===== config.mk =====
export PLATFORM = sky130hd
export DESIGN_NAME = lrgd_ctrl
export DESIGN_NICKNAME = d
export VERILOG_FILES = /design/src/rtl/core/lrgd_pkg.sv /design/src/rtl/core/lrgd_ctrl.sv
export SDC_FILE = /design/constraint.sdc
export NUM_CORES = 1
export LEC_CHECK = 0
export BUFFER_PORTS_ARGS = -buffer_cell sky130_fd_sc_hd__buf_4
export CAP_MARGIN = 20
export CORE_MARGIN = 2
export CORE_UTILIZATION = 40
export CTS_CLUSTER_DIAMETER = 120
export DETAILED_ROUTE_END_ITERATION = 12
export PLACE_DENSITY = 0.58
export SYNTH_ARGS = -nofsm -noshare
export SYNTH_HDL_FRONTEND = slang
export SYNTH_SLANG_ARGS = --single-unit

===== constraint.sdc =====
create_clock -name clock -period 2.51 [get_ports clock]
set_input_delay 0.502 -clock clock [delete_from_list [all_inputs] [get_ports clock]]
set_output_delay 0.502 -clock clock [all_outputs]
set_load 0.005 [all_outputs]

===== src/rtl/core/lrgd_pkg.sv =====
`default_nettype none
package lrgd_pkg;

   localparam int IDX_W     = 4;
   localparam int CSR_IDX_W = 4;
   localparam int QUO_W     = 64;

   typedef enum logic [CSR_IDX_W-1:0] {
      CSR_LEARNING_RATE   = 4'd0,
      CSR_FEATURE_COUNT   = 4'd1,
      CSR_STOP_THRESHOLD  = 4'd2,
      CSR_ITERATION_LIMIT = 4'd3
   } csr_index_type;

   typedef enum logic [4:0] {
      OP_NOP, OP_STORE, OP_READ, OP_INIT_RUN, OP_CLR_EPOCH, OP_PRED_INIT,
      OP_MUL_WX, OP_ACC_PRED, OP_RES_G, OP_RES_E, OP_MUL_RX, OP_ACC_GRAD,
      OP_MUL_RR, OP_ACC_SQ, OP_DIV_GRAD, OP_WAIT_G, OP_MUL_LR, OP_ACC_W,
      OP_DIV_ERR, OP_WAIT_E, OP_CHECK, OP_LOAD_OUT
   } dp_op_type;

   typedef enum logic [4:0] {
      ST_IDLE, ST_INIT, ST_EPOCH, ST_READ, ST_PRED0, ST_PMUL, ST_PACC, ST_RES,
      ST_GMUL, ST_GACC, ST_SQMUL, ST_SQACC, ST_DIVG, ST_DIVG_WAIT, ST_LRMUL,
      ST_WACC, ST_DIVE, ST_DIVE_WAIT, ST_CHECK, ST_LOAD, ST_SEND
   } ctrl_state_type;

   typedef struct packed {
      dp_op_type        op;
      logic [IDX_W-1:0] idx;
      logic             last;
   } dp_cmd_type;

   typedef struct packed {
      logic div_done;
      logic conv_hit;
   } dp_status_type;

   function automatic logic signed [31:0] sat32(input logic signed [65:0] v);
      if (v > 66'sd2147483647) return 32'sh7FFFFFFF;
      else if (v < -66'sd2147483648) return 32'sh80000000;
      return v[31:0];
   endfunction

   function automatic logic signed [63:0] sat_add64(input logic signed [63:0] a,
                                                     input logic signed [63:0] b);
      logic [64:0] s;
      s = {a[63], a} + {b[63], b};
      if (s[64] != s[63]) return s[64] ? 64'h8000_0000_0000_0000 : 64'h7FFF_FFFF_FFFF_FFFF;
      return s[63:0];
   endfunction

endpackage
`default_nettype wire


===== src/rtl/core/lrgd_ctrl.sv =====
`default_nettype none
module lrgd_ctrl #(
   parameter int MAX_POINTS = 1024,
   parameter int MAX_FEATURES = 4,
   localparam int PW = (MAX_POINTS > 1) ? $clog2(MAX_POINTS) : 1,
   localparam int NW = $clog2(MAX_POINTS + 1)
) (
   input  logic                    clock,
   input  logic                    reset,
   input  logic                    req_valid,
   input  logic                    req_final,
   input  logic                    rsp_ready,
   input  logic [2:0]              cfg_fc,
   input  logic [15:0]             cfg_lim,
   input  lrgd_pkg::dp_status_type status,
   output lrgd_pkg::dp_cmd_type    cmd,
   output logic [PW-1:0]           addr,
   output logic [NW-1:0]           n,
   output logic                    req_ready,
   output logic                    rsp_valid
);
   localparam int IW = lrgd_pkg::IDX_W;

   lrgd_pkg::ctrl_state_type state_ff, state_in;
   logic [NW-1:0] held_ff, held_in, n_ff, n_in;
   logic [PW-1:0] p_ff, p_in;
   logic [IW-1:0] k_ff, k_in, fc_ff, fc_in, fc_eff;
   logic [15:0]   epoch_ff, epoch_in, lim_eff, epoch_next;
   logic          pass_ff, pass_in;
   logic          accept, room, last_p, last_k, stop;

   always_comb begin
      if (cfg_fc == 3'd0) fc_eff = IW'(1);
      else if (int'(cfg_fc) > MAX_FEATURES) fc_eff = IW'(MAX_FEATURES);
      else fc_eff = IW'(cfg_fc);
      lim_eff    = (cfg_lim == 16'd0) ? 16'd1 : cfg_lim;
      epoch_next = epoch_ff + 16'd1;
      accept     = (state_ff == lrgd_pkg::ST_IDLE) && req_valid;
      room       = held_ff < NW'(MAX_POINTS);
      last_p     = (NW'(p_ff) + NW'(1)) == n_ff;
      last_k     = k_ff == fc_ff;
      stop       = status.conv_hit || (epoch_next >= lim_eff);
   end

   always_comb begin
      state_in = state_ff;
      case (state_ff)
         lrgd_pkg::ST_IDLE:      if (accept && req_final) state_in = lrgd_pkg::ST_INIT;
         lrgd_pkg::ST_INIT:      state_in = lrgd_pkg::ST_EPOCH;
         lrgd_pkg::ST_EPOCH:     state_in = lrgd_pkg::ST_READ;
         lrgd_pkg::ST_READ:      state_in = lrgd_pkg::ST_PRED0;
         lrgd_pkg::ST_PRED0:     state_in = lrgd_pkg::ST_PMUL;
         lrgd_pkg::ST_PMUL:      state_in = lrgd_pkg::ST_PACC;
         lrgd_pkg::ST_PACC:      state_in = last_k ? lrgd_pkg::ST_RES : lrgd_pkg::ST_PMUL;
         lrgd_pkg::ST_RES:       state_in = pass_ff ? lrgd_pkg::ST_GMUL : lrgd_pkg::ST_SQMUL;
         lrgd_pkg::ST_GMUL:      state_in = lrgd_pkg::ST_GACC;
         lrgd_pkg::ST_GACC: begin
            if (!last_k) state_in = lrgd_pkg::ST_GMUL;
            else if (last_p) state_in = lrgd_pkg::ST_DIVG;
            else state_in = lrgd_pkg::ST_READ;
         end
         lrgd_pkg::ST_SQMUL:     state_in = lrgd_pkg::ST_SQACC;
         lrgd_pkg::ST_SQACC:     state_in = last_p ? lrgd_pkg::ST_DIVE : lrgd_pkg::ST_READ;
         lrgd_pkg::ST_DIVG:      state_in = lrgd_pkg::ST_DIVG_WAIT;
         lrgd_pkg::ST_DIVG_WAIT: if (status.div_done) state_in = lrgd_pkg::ST_LRMUL;
         lrgd_pkg::ST_LRMUL:     state_in = lrgd_pkg::ST_WACC;
         lrgd_pkg::ST_WACC:      state_in = last_k ? lrgd_pkg::ST_READ : lrgd_pkg::ST_DIVG;
         lrgd_pkg::ST_DIVE:      state_in = lrgd_pkg::ST_DIVE_WAIT;
         lrgd_pkg::ST_DIVE_WAIT: if (status.div_done) state_in = lrgd_pkg::ST_CHECK;
         lrgd_pkg::ST_CHECK:     state_in = stop ? lrgd_pkg::ST_LOAD : lrgd_pkg::ST_EPOCH;
         lrgd_pkg::ST_LOAD:      state_in = lrgd_pkg::ST_SEND;
         lrgd_pkg::ST_SEND: begin
            if (rsp_ready) state_in = last_k ? lrgd_pkg::ST_IDLE : lrgd_pkg::ST_LOAD;
         end
         default:                state_in = lrgd_pkg::ST_IDLE;
      endcase
   end

   always_comb begin
      held_in  = held_ff;
      n_in     = n_ff;
      p_in     = p_ff;
      k_in     = k_ff;
      fc_in    = fc_ff;
      epoch_in = epoch_ff;
      pass_in  = pass_ff;
      case (state_ff)
         lrgd_pkg::ST_IDLE: begin
            if (accept) begin
               if (room) held_in = held_ff + NW'(1);
               if (req_final) begin
                  n_in    = room ? held_ff + NW'(1) : held_ff;
                  held_in = '0;
                  fc_in   = fc_eff;
               end
            end
         end
         lrgd_pkg::ST_INIT:  epoch_in = '0;
         lrgd_pkg::ST_EPOCH: begin
            pass_in = 1'b1;
            p_in    = '0;
         end
         lrgd_pkg::ST_PRED0: k_in = IW'(1);
         lrgd_pkg::ST_PACC:  if (!last_k) k_in = k_ff + IW'(1);
         lrgd_pkg::ST_RES:   k_in = IW'(1);
         lrgd_pkg::ST_GACC: begin
            if (!last_k) k_in = k_ff + IW'(1);
            else if (last_p) begin
               p_in = '0;
               k_in = '0;
            end else p_in = p_ff + PW'(1);
         end
         lrgd_pkg::ST_SQACC: begin
            if (last_p) p_in = '0;
            else p_in = p_ff + PW'(1);
         end
         lrgd_pkg::ST_WACC: begin
            if (last_k) begin
               pass_in = 1'b0;
               p_in    = '0;
            end else k_in = k_ff + IW'(1);
         end
         lrgd_pkg::ST_CHECK: begin
            epoch_in = epoch_next;
            k_in     = '0;
         end
         lrgd_pkg::ST_SEND:  if (rsp_ready && !last_k) k_in = k_ff + IW'(1);
         default: ;
      endcase
   end

   always_comb begin
      cmd.op    = lrgd_pkg::OP_NOP;
      cmd.idx   = k_ff;
      cmd.last  = last_k;
      addr      = p_ff;
      req_ready = 1'b0;
      rsp_valid = 1'b0;
      case (state_ff)
         lrgd_pkg::ST_IDLE: begin
            req_ready = 1'b1;
            addr      = held_ff[PW-1:0];
            if (accept && room) cmd.op = lrgd_pkg::OP_STORE;
         end
         lrgd_pkg::ST_INIT:      cmd.op = lrgd_pkg::OP_INIT_RUN;
         lrgd_pkg::ST_EPOCH:     cmd.op = lrgd_pkg::OP_CLR_EPOCH;
         lrgd_pkg::ST_READ:      cmd.op = lrgd_pkg::OP_READ;
         lrgd_pkg::ST_PRED0:     cmd.op = lrgd_pkg::OP_PRED_INIT;
         lrgd_pkg::ST_PMUL:      cmd.op = lrgd_pkg::OP_MUL_WX;
         lrgd_pkg::ST_PACC:      cmd.op = lrgd_pkg::OP_ACC_PRED;
         lrgd_pkg::ST_RES:       cmd.op = pass_ff ? lrgd_pkg::OP_RES_G : lrgd_pkg::OP_RES_E;
         lrgd_pkg::ST_GMUL:      cmd.op = lrgd_pkg::OP_MUL_RX;
         lrgd_pkg::ST_GACC:      cmd.op = lrgd_pkg::OP_ACC_GRAD;
         lrgd_pkg::ST_SQMUL:     cmd.op = lrgd_pkg::OP_MUL_RR;
         lrgd_pkg::ST_SQACC:     cmd.op = lrgd_pkg::OP_ACC_SQ;
         lrgd_pkg::ST_DIVG:      cmd.op = lrgd_pkg::OP_DIV_GRAD;
         lrgd_pkg::ST_DIVG_WAIT: cmd.op = lrgd_pkg::OP_WAIT_G;
         lrgd_pkg::ST_LRMUL:     cmd.op = lrgd_pkg::OP_MUL_LR;
         lrgd_pkg::ST_WACC:      cmd.op = lrgd_pkg::OP_ACC_W;
         lrgd_pkg::ST_DIVE:      cmd.op = lrgd_pkg::OP_DIV_ERR;
         lrgd_pkg::ST_DIVE_WAIT: cmd.op = lrgd_pkg::OP_WAIT_E;
         lrgd_pkg::ST_CHECK:     cmd.op = lrgd_pkg::OP_CHECK;
         lrgd_pkg::ST_LOAD:      cmd.op = lrgd_pkg::OP_LOAD_OUT;
         lrgd_pkg::ST_SEND:      rsp_valid = 1'b1;
         default: ;
      endcase
   end

   always_ff @(posedge clock) begin
      if (reset) begin
         state_ff <= lrgd_pkg::ST_IDLE;
         held_ff  <= '0;
         n_ff     <= '0;
         p_ff     <= '0;
         k_ff     <= '0;
         fc_ff    <= IW'(1);
         epoch_ff <= '0;
         pass_ff  <= 1'b0;
      end else begin
         state_ff <= state_in;
         held_ff  <= held_in;
         n_ff     <= n_in;
         p_ff     <= p_in;
         k_ff     <= k_in;
         fc_ff    <= fc_in;
         epoch_ff <= epoch_in;
         pass_ff  <= pass_in;
      end
   end

   assign n = n_ff;
endmodule
`default_nettype wire


==> results.sh <==
export IMPL_critPathMaxStageDelay_ns=0.67
export IMPL_clock_fmax_ghz=0.4107
export IMPL_syn_num_nets=662
export IMPL_synth_top_area_cell="dfxtp_1"
export IMPL_layout_area_seq_sq_um=1234
export IMPL_overflow=0
export IMPL_synth_top_area_share_pct=26.57
export IMPL_crit_path_end_kind="output port"
export IMPL_synthSimpleGateAreaFrac_pct=28.51
export IMPL_die_h_microns=111.2
export IMPL_criticalPathCategory="reg2out"
export IMPL_hold_viol_final=0
export IMPL_setup_viol=0
export IMPL_swShare_pct=28.51
export IMPL_grt_pass1_wl_mm=21.59
export IMPL_p_comb_share_pct=17.6
export IMPL_critPathRequiredTime_ns=2.01
export IMPL_drtIter0Drc=331
export IMPL_slew_viol_final=0
export IMPL_clock_sinks=61
export IMPL_final_util_pct=51.78
export IMPL_syn_avg_cell_area_sq_um=7.460
export IMPL_final_cell_mix="buf_4 (110), nand2_1 (65), nor2_1 (57), dfxtp_1 (55), a21oi_1 (46)"
export IMPL_drive_above_1_share_pct=23.43
export IMPL_grt_use_total_pct=21.12
export IMPL_synthMuxAreaShare_pct=1.143
export IMPL_final_period_utilization_pct=97.01
export IMPL_fp_dieArea_sq_um=12360
export IMPL_critPathArrivalTime_ns=1.93
export IMPL_drt_pass1_iterations=5
export IMPL_synth_area_leaders="dfxtp_1 (27%), ha_1 (5.4%), xnor2_1 (5.3%)"
export IMPL_synthAdderAreaFrac_pct=5.663
export IMPL_skew_ns=0.004284
export IMPL_post_dp_hpwl_mm=9.769
export IMPL_worstSkewPairLatency_ns=0.33
export IMPL_maxSlewHeadroom_pct=45.49
export IMPL_avgRoutedWirePerCell_microns=15.62
export IMPL_htreeDepth=3
export IMPL_fill_cells=1114
export IMPL_synth_edf_count=0
export IMPL_p_switching_w=0.0008007
export IMPL_cts_buffers=9
export IMPL_post_dp_cell_area_sq_um=5463
export IMPL_antenna_left=0
export IMPL_placedCellCount=825
export IMPL_root_buffer="clkbuf_16"
export IMPL_gp_congestion=0.9181
export IMPL_min_period_ns=2.435
export IMPL_min_path_type="in2reg"
export IMPL_clock_path_buffers=2
export IMPL_rows=39
export IMPL_ys_flop_type="dfxtp_1"
export IMPL_cp_top_family="flip-flops"
export IMPL_p_int_w=0.002008
export IMPL_path_cells="o21ai_0, nand3_1, a21oi_1, a21oi_1, o21ai_0, buf_4"
export IMPL_io_pin_count=59
export IMPL_p_leak_nw=2.475
export IMPL_maxCapViolations=0
export IMPL_fin_tns_setup_ns=0
export IMPL_tightest_slew_ns=0.8177
export IMPL_synthXorXnorAreaFrac_pct=8.004
export IMPL_async_flop_share_pct=0
export IMPL_p_seq_share_pct=36.9
export IMPL_num_vias=4769
export IMPL_coreArea_sq_um=11320
export IMPL_portBuffers=58
export IMPL_synth_warnings=0
export IMPL_multi_input_area_sq_um=3207
export IMPL_cpMaxStageDelayCell="dfxtp_1"
export IMPL_path_max_fanout=17
export IMPL_syn_to_final_growth_pct=27.55
export IMPL_diodes=0
export IMPL_rsz0062_at_grt="true"
export IMPL_grt_antenna_before_repair=0
export IMPL_grt_max_degree=26
export IMPL_ir_drop_v=0.0003089
export IMPL_final_common_cell="buf_4"
export IMPL_final_area_sq_um=5862
export IMPL_ys_types=70
export IMPL_start_util_pct=40.59
export IMPL_synth_compound_area_share_pct=24.12
export IMPL_p_per_area_nw_per_um2=479.1
export IMPL_cts_tree="yes"
export IMPL_clk_pin_slew_ns=0.06
export IMPL_ys_seq_area_share_pct=26.57
export IMPL_p_clk_share_pct=45.4
export IMPL_path_buf_inv=1
export IMPL_syn_inst=616
export IMPL_status="complete, no violations"
export IMPL_cp_start_kind="flip-flop"
export IMPL_routed_via_density=5.657
export IMPL_wl_mm=13.17
export IMPL_synth_top_family_by_area="simple AND/OR/NAND/NOR gates"
export IMPL_drc=0
export IMPL_post_layout_nonfiller_instances=843
export IMPL_num_nets_final=741
export IMPL_synth_seq_cells=61
export IMPL_die_w_microns=111.2
export IMPL_netlist_area_sq_um=4596
export IMPL_grt_pass1_vias=4392
==> final timing paths <==
kind,start,endpoint,slack (ns),depth (start not counted)
setup / recovery,state_ff[0],cmd[5],0.07,6
hold / removal,cfg_fc[2],fc_ff[2],0.44,3
setup reg to reg,epoch_ff[0],state_ff[0],0.10,12
hold reg to reg,fc_ff[2],fc_ff[2],0.49,2
==> cell families (layout without fill, tap and decap cells) <==
family | after synthesis | count (layout)
fa+ha+maj | 21 | 21
buf+inv | 66 | 150
xor+xnor | 42 | 42
flops | 61 | 61
simple gates | 251 | 251
compound gates | 170 | 170
mux | 5 | 5
==> cell type report <==
type	instances	share of cell area [%]
flip-flops and latches	61	21.05
multi-input cells	489	54.71
clock buffers	11	4.141
repair buffers	112	14.62
clock inverters	5	1.025
well taps	143	3.052
inverters	22	1.409
==> state kept, by name (all words and copies together), names as in the netlist <==
signal,count
epoch_ff,16
held_ff,11
n,11
p_ff,10
state_ff,5
k_ff,4
fc_ff,3
pass_ff,1
==> Yosys cell counts (all sizes together), types with 2 or more instances <==
| cell | number |
|---|---|
| or3 | 10 |
| a221oi | 8 |
| a2111oi | 2 |
| o21ai | 37 |
| nor2 | 60 |
| a211oi | 13 |
| and2 | 3 |
| o31ai | 4 |
| or3b | 2 |
| a22oi | 7 |
| a21oi | 47 |
| mux2 | 2 |
| nand4 | 10 |
| nor3 | 19 |
| ha | 20 |
| and3 | 5 |
| nor4 | 10 |
| xor2 | 14 |
| or2 | 2 |
| a21o | 12 |
| clkbuf | 28 |
| a32oi | 3 |
| a31oi | 13 |
| a211o | 4 |
| xnor2 | 28 |
| nand2 | 66 |
| a221o | 2 |
| nand3 | 22 |
| nor2b | 9 |
| mux2i | 3 |
| dfxtp | 61 |
| o22ai | 2 |
| nand3b | 11 |
| inv | 22 |
| o32ai | 2 |
| and4 | 2 |
| nand2b | 17 |
| buf | 16 |
==> repair_timing <==
| item | CTS | global route |
|---|---|---|
| hold buffers | 0 | 0 |
| endpoints found under the setup margin | 3 | 9 |
| gates resized for setup | 4 | 18 |
| setup buffers | 0 | 2 |
| pin swaps | 0 | 9 |
==> worst reg2reg max path, stage by stage, from the launching register on <==
cell,delay (ns)
dfxtp_4,0.36
buf_4,0.11
nand2_1,0.07
nor2_4,0.12
buf_4,0.15
and4_1,0.24
nand3_2,0.12
xnor2_2,0.16
ha_1,0.34
a211oi_2,0.25
a21oi_2,0.09
a211oi_2,0.20
o31ai_1,0.08
==> layer usage <==
| layer | track usage (%) | up-vias | share of wire [%] |
|---|---|---|---|
| li1 | - | 2384 | - |
| met1 | 29.00 | 2271 | 48 |
| met2 | 34.39 | 98 | 47 |
| met3 | 2.898 | 16 | 3.3 |
| met4 | 6.667 | 0 | 1.5 |
| met5 | 0 | - | 0 |
==> per-stage QoR <==
stage | worst slack, ns | hold slack (ns) | total power, W
2_1_floorplan | 0.005507 | 0.4434 | 0.001338
3_3_place_gp | 0.02415 | 0.4725 | 0.001542
3_5_place_dp | -0.02575 | 0.4753 | 0.001547
4_1_cts | 0.007450 | 0.4322 | 0.002825
5_1_grt | -0.07649 | 0.4473 | 0.002915
6_report | 0.07498 | 0.4392 | 0.002809
==> power by group through the flow <==
stage,combinational [W],sequential [W],clock [W]
after detailed placement,0.000490,0.00106,0
after CTS,0.000492,0.00104,0.00130
after global routing,0.000545,0.00104,0.00133
after floorplan,0.000300,0.00104,0
after global placement,0.000485,0.00106,0
final,0.000495,0.00104,0.00128
(Power assumes the default switching activity.)
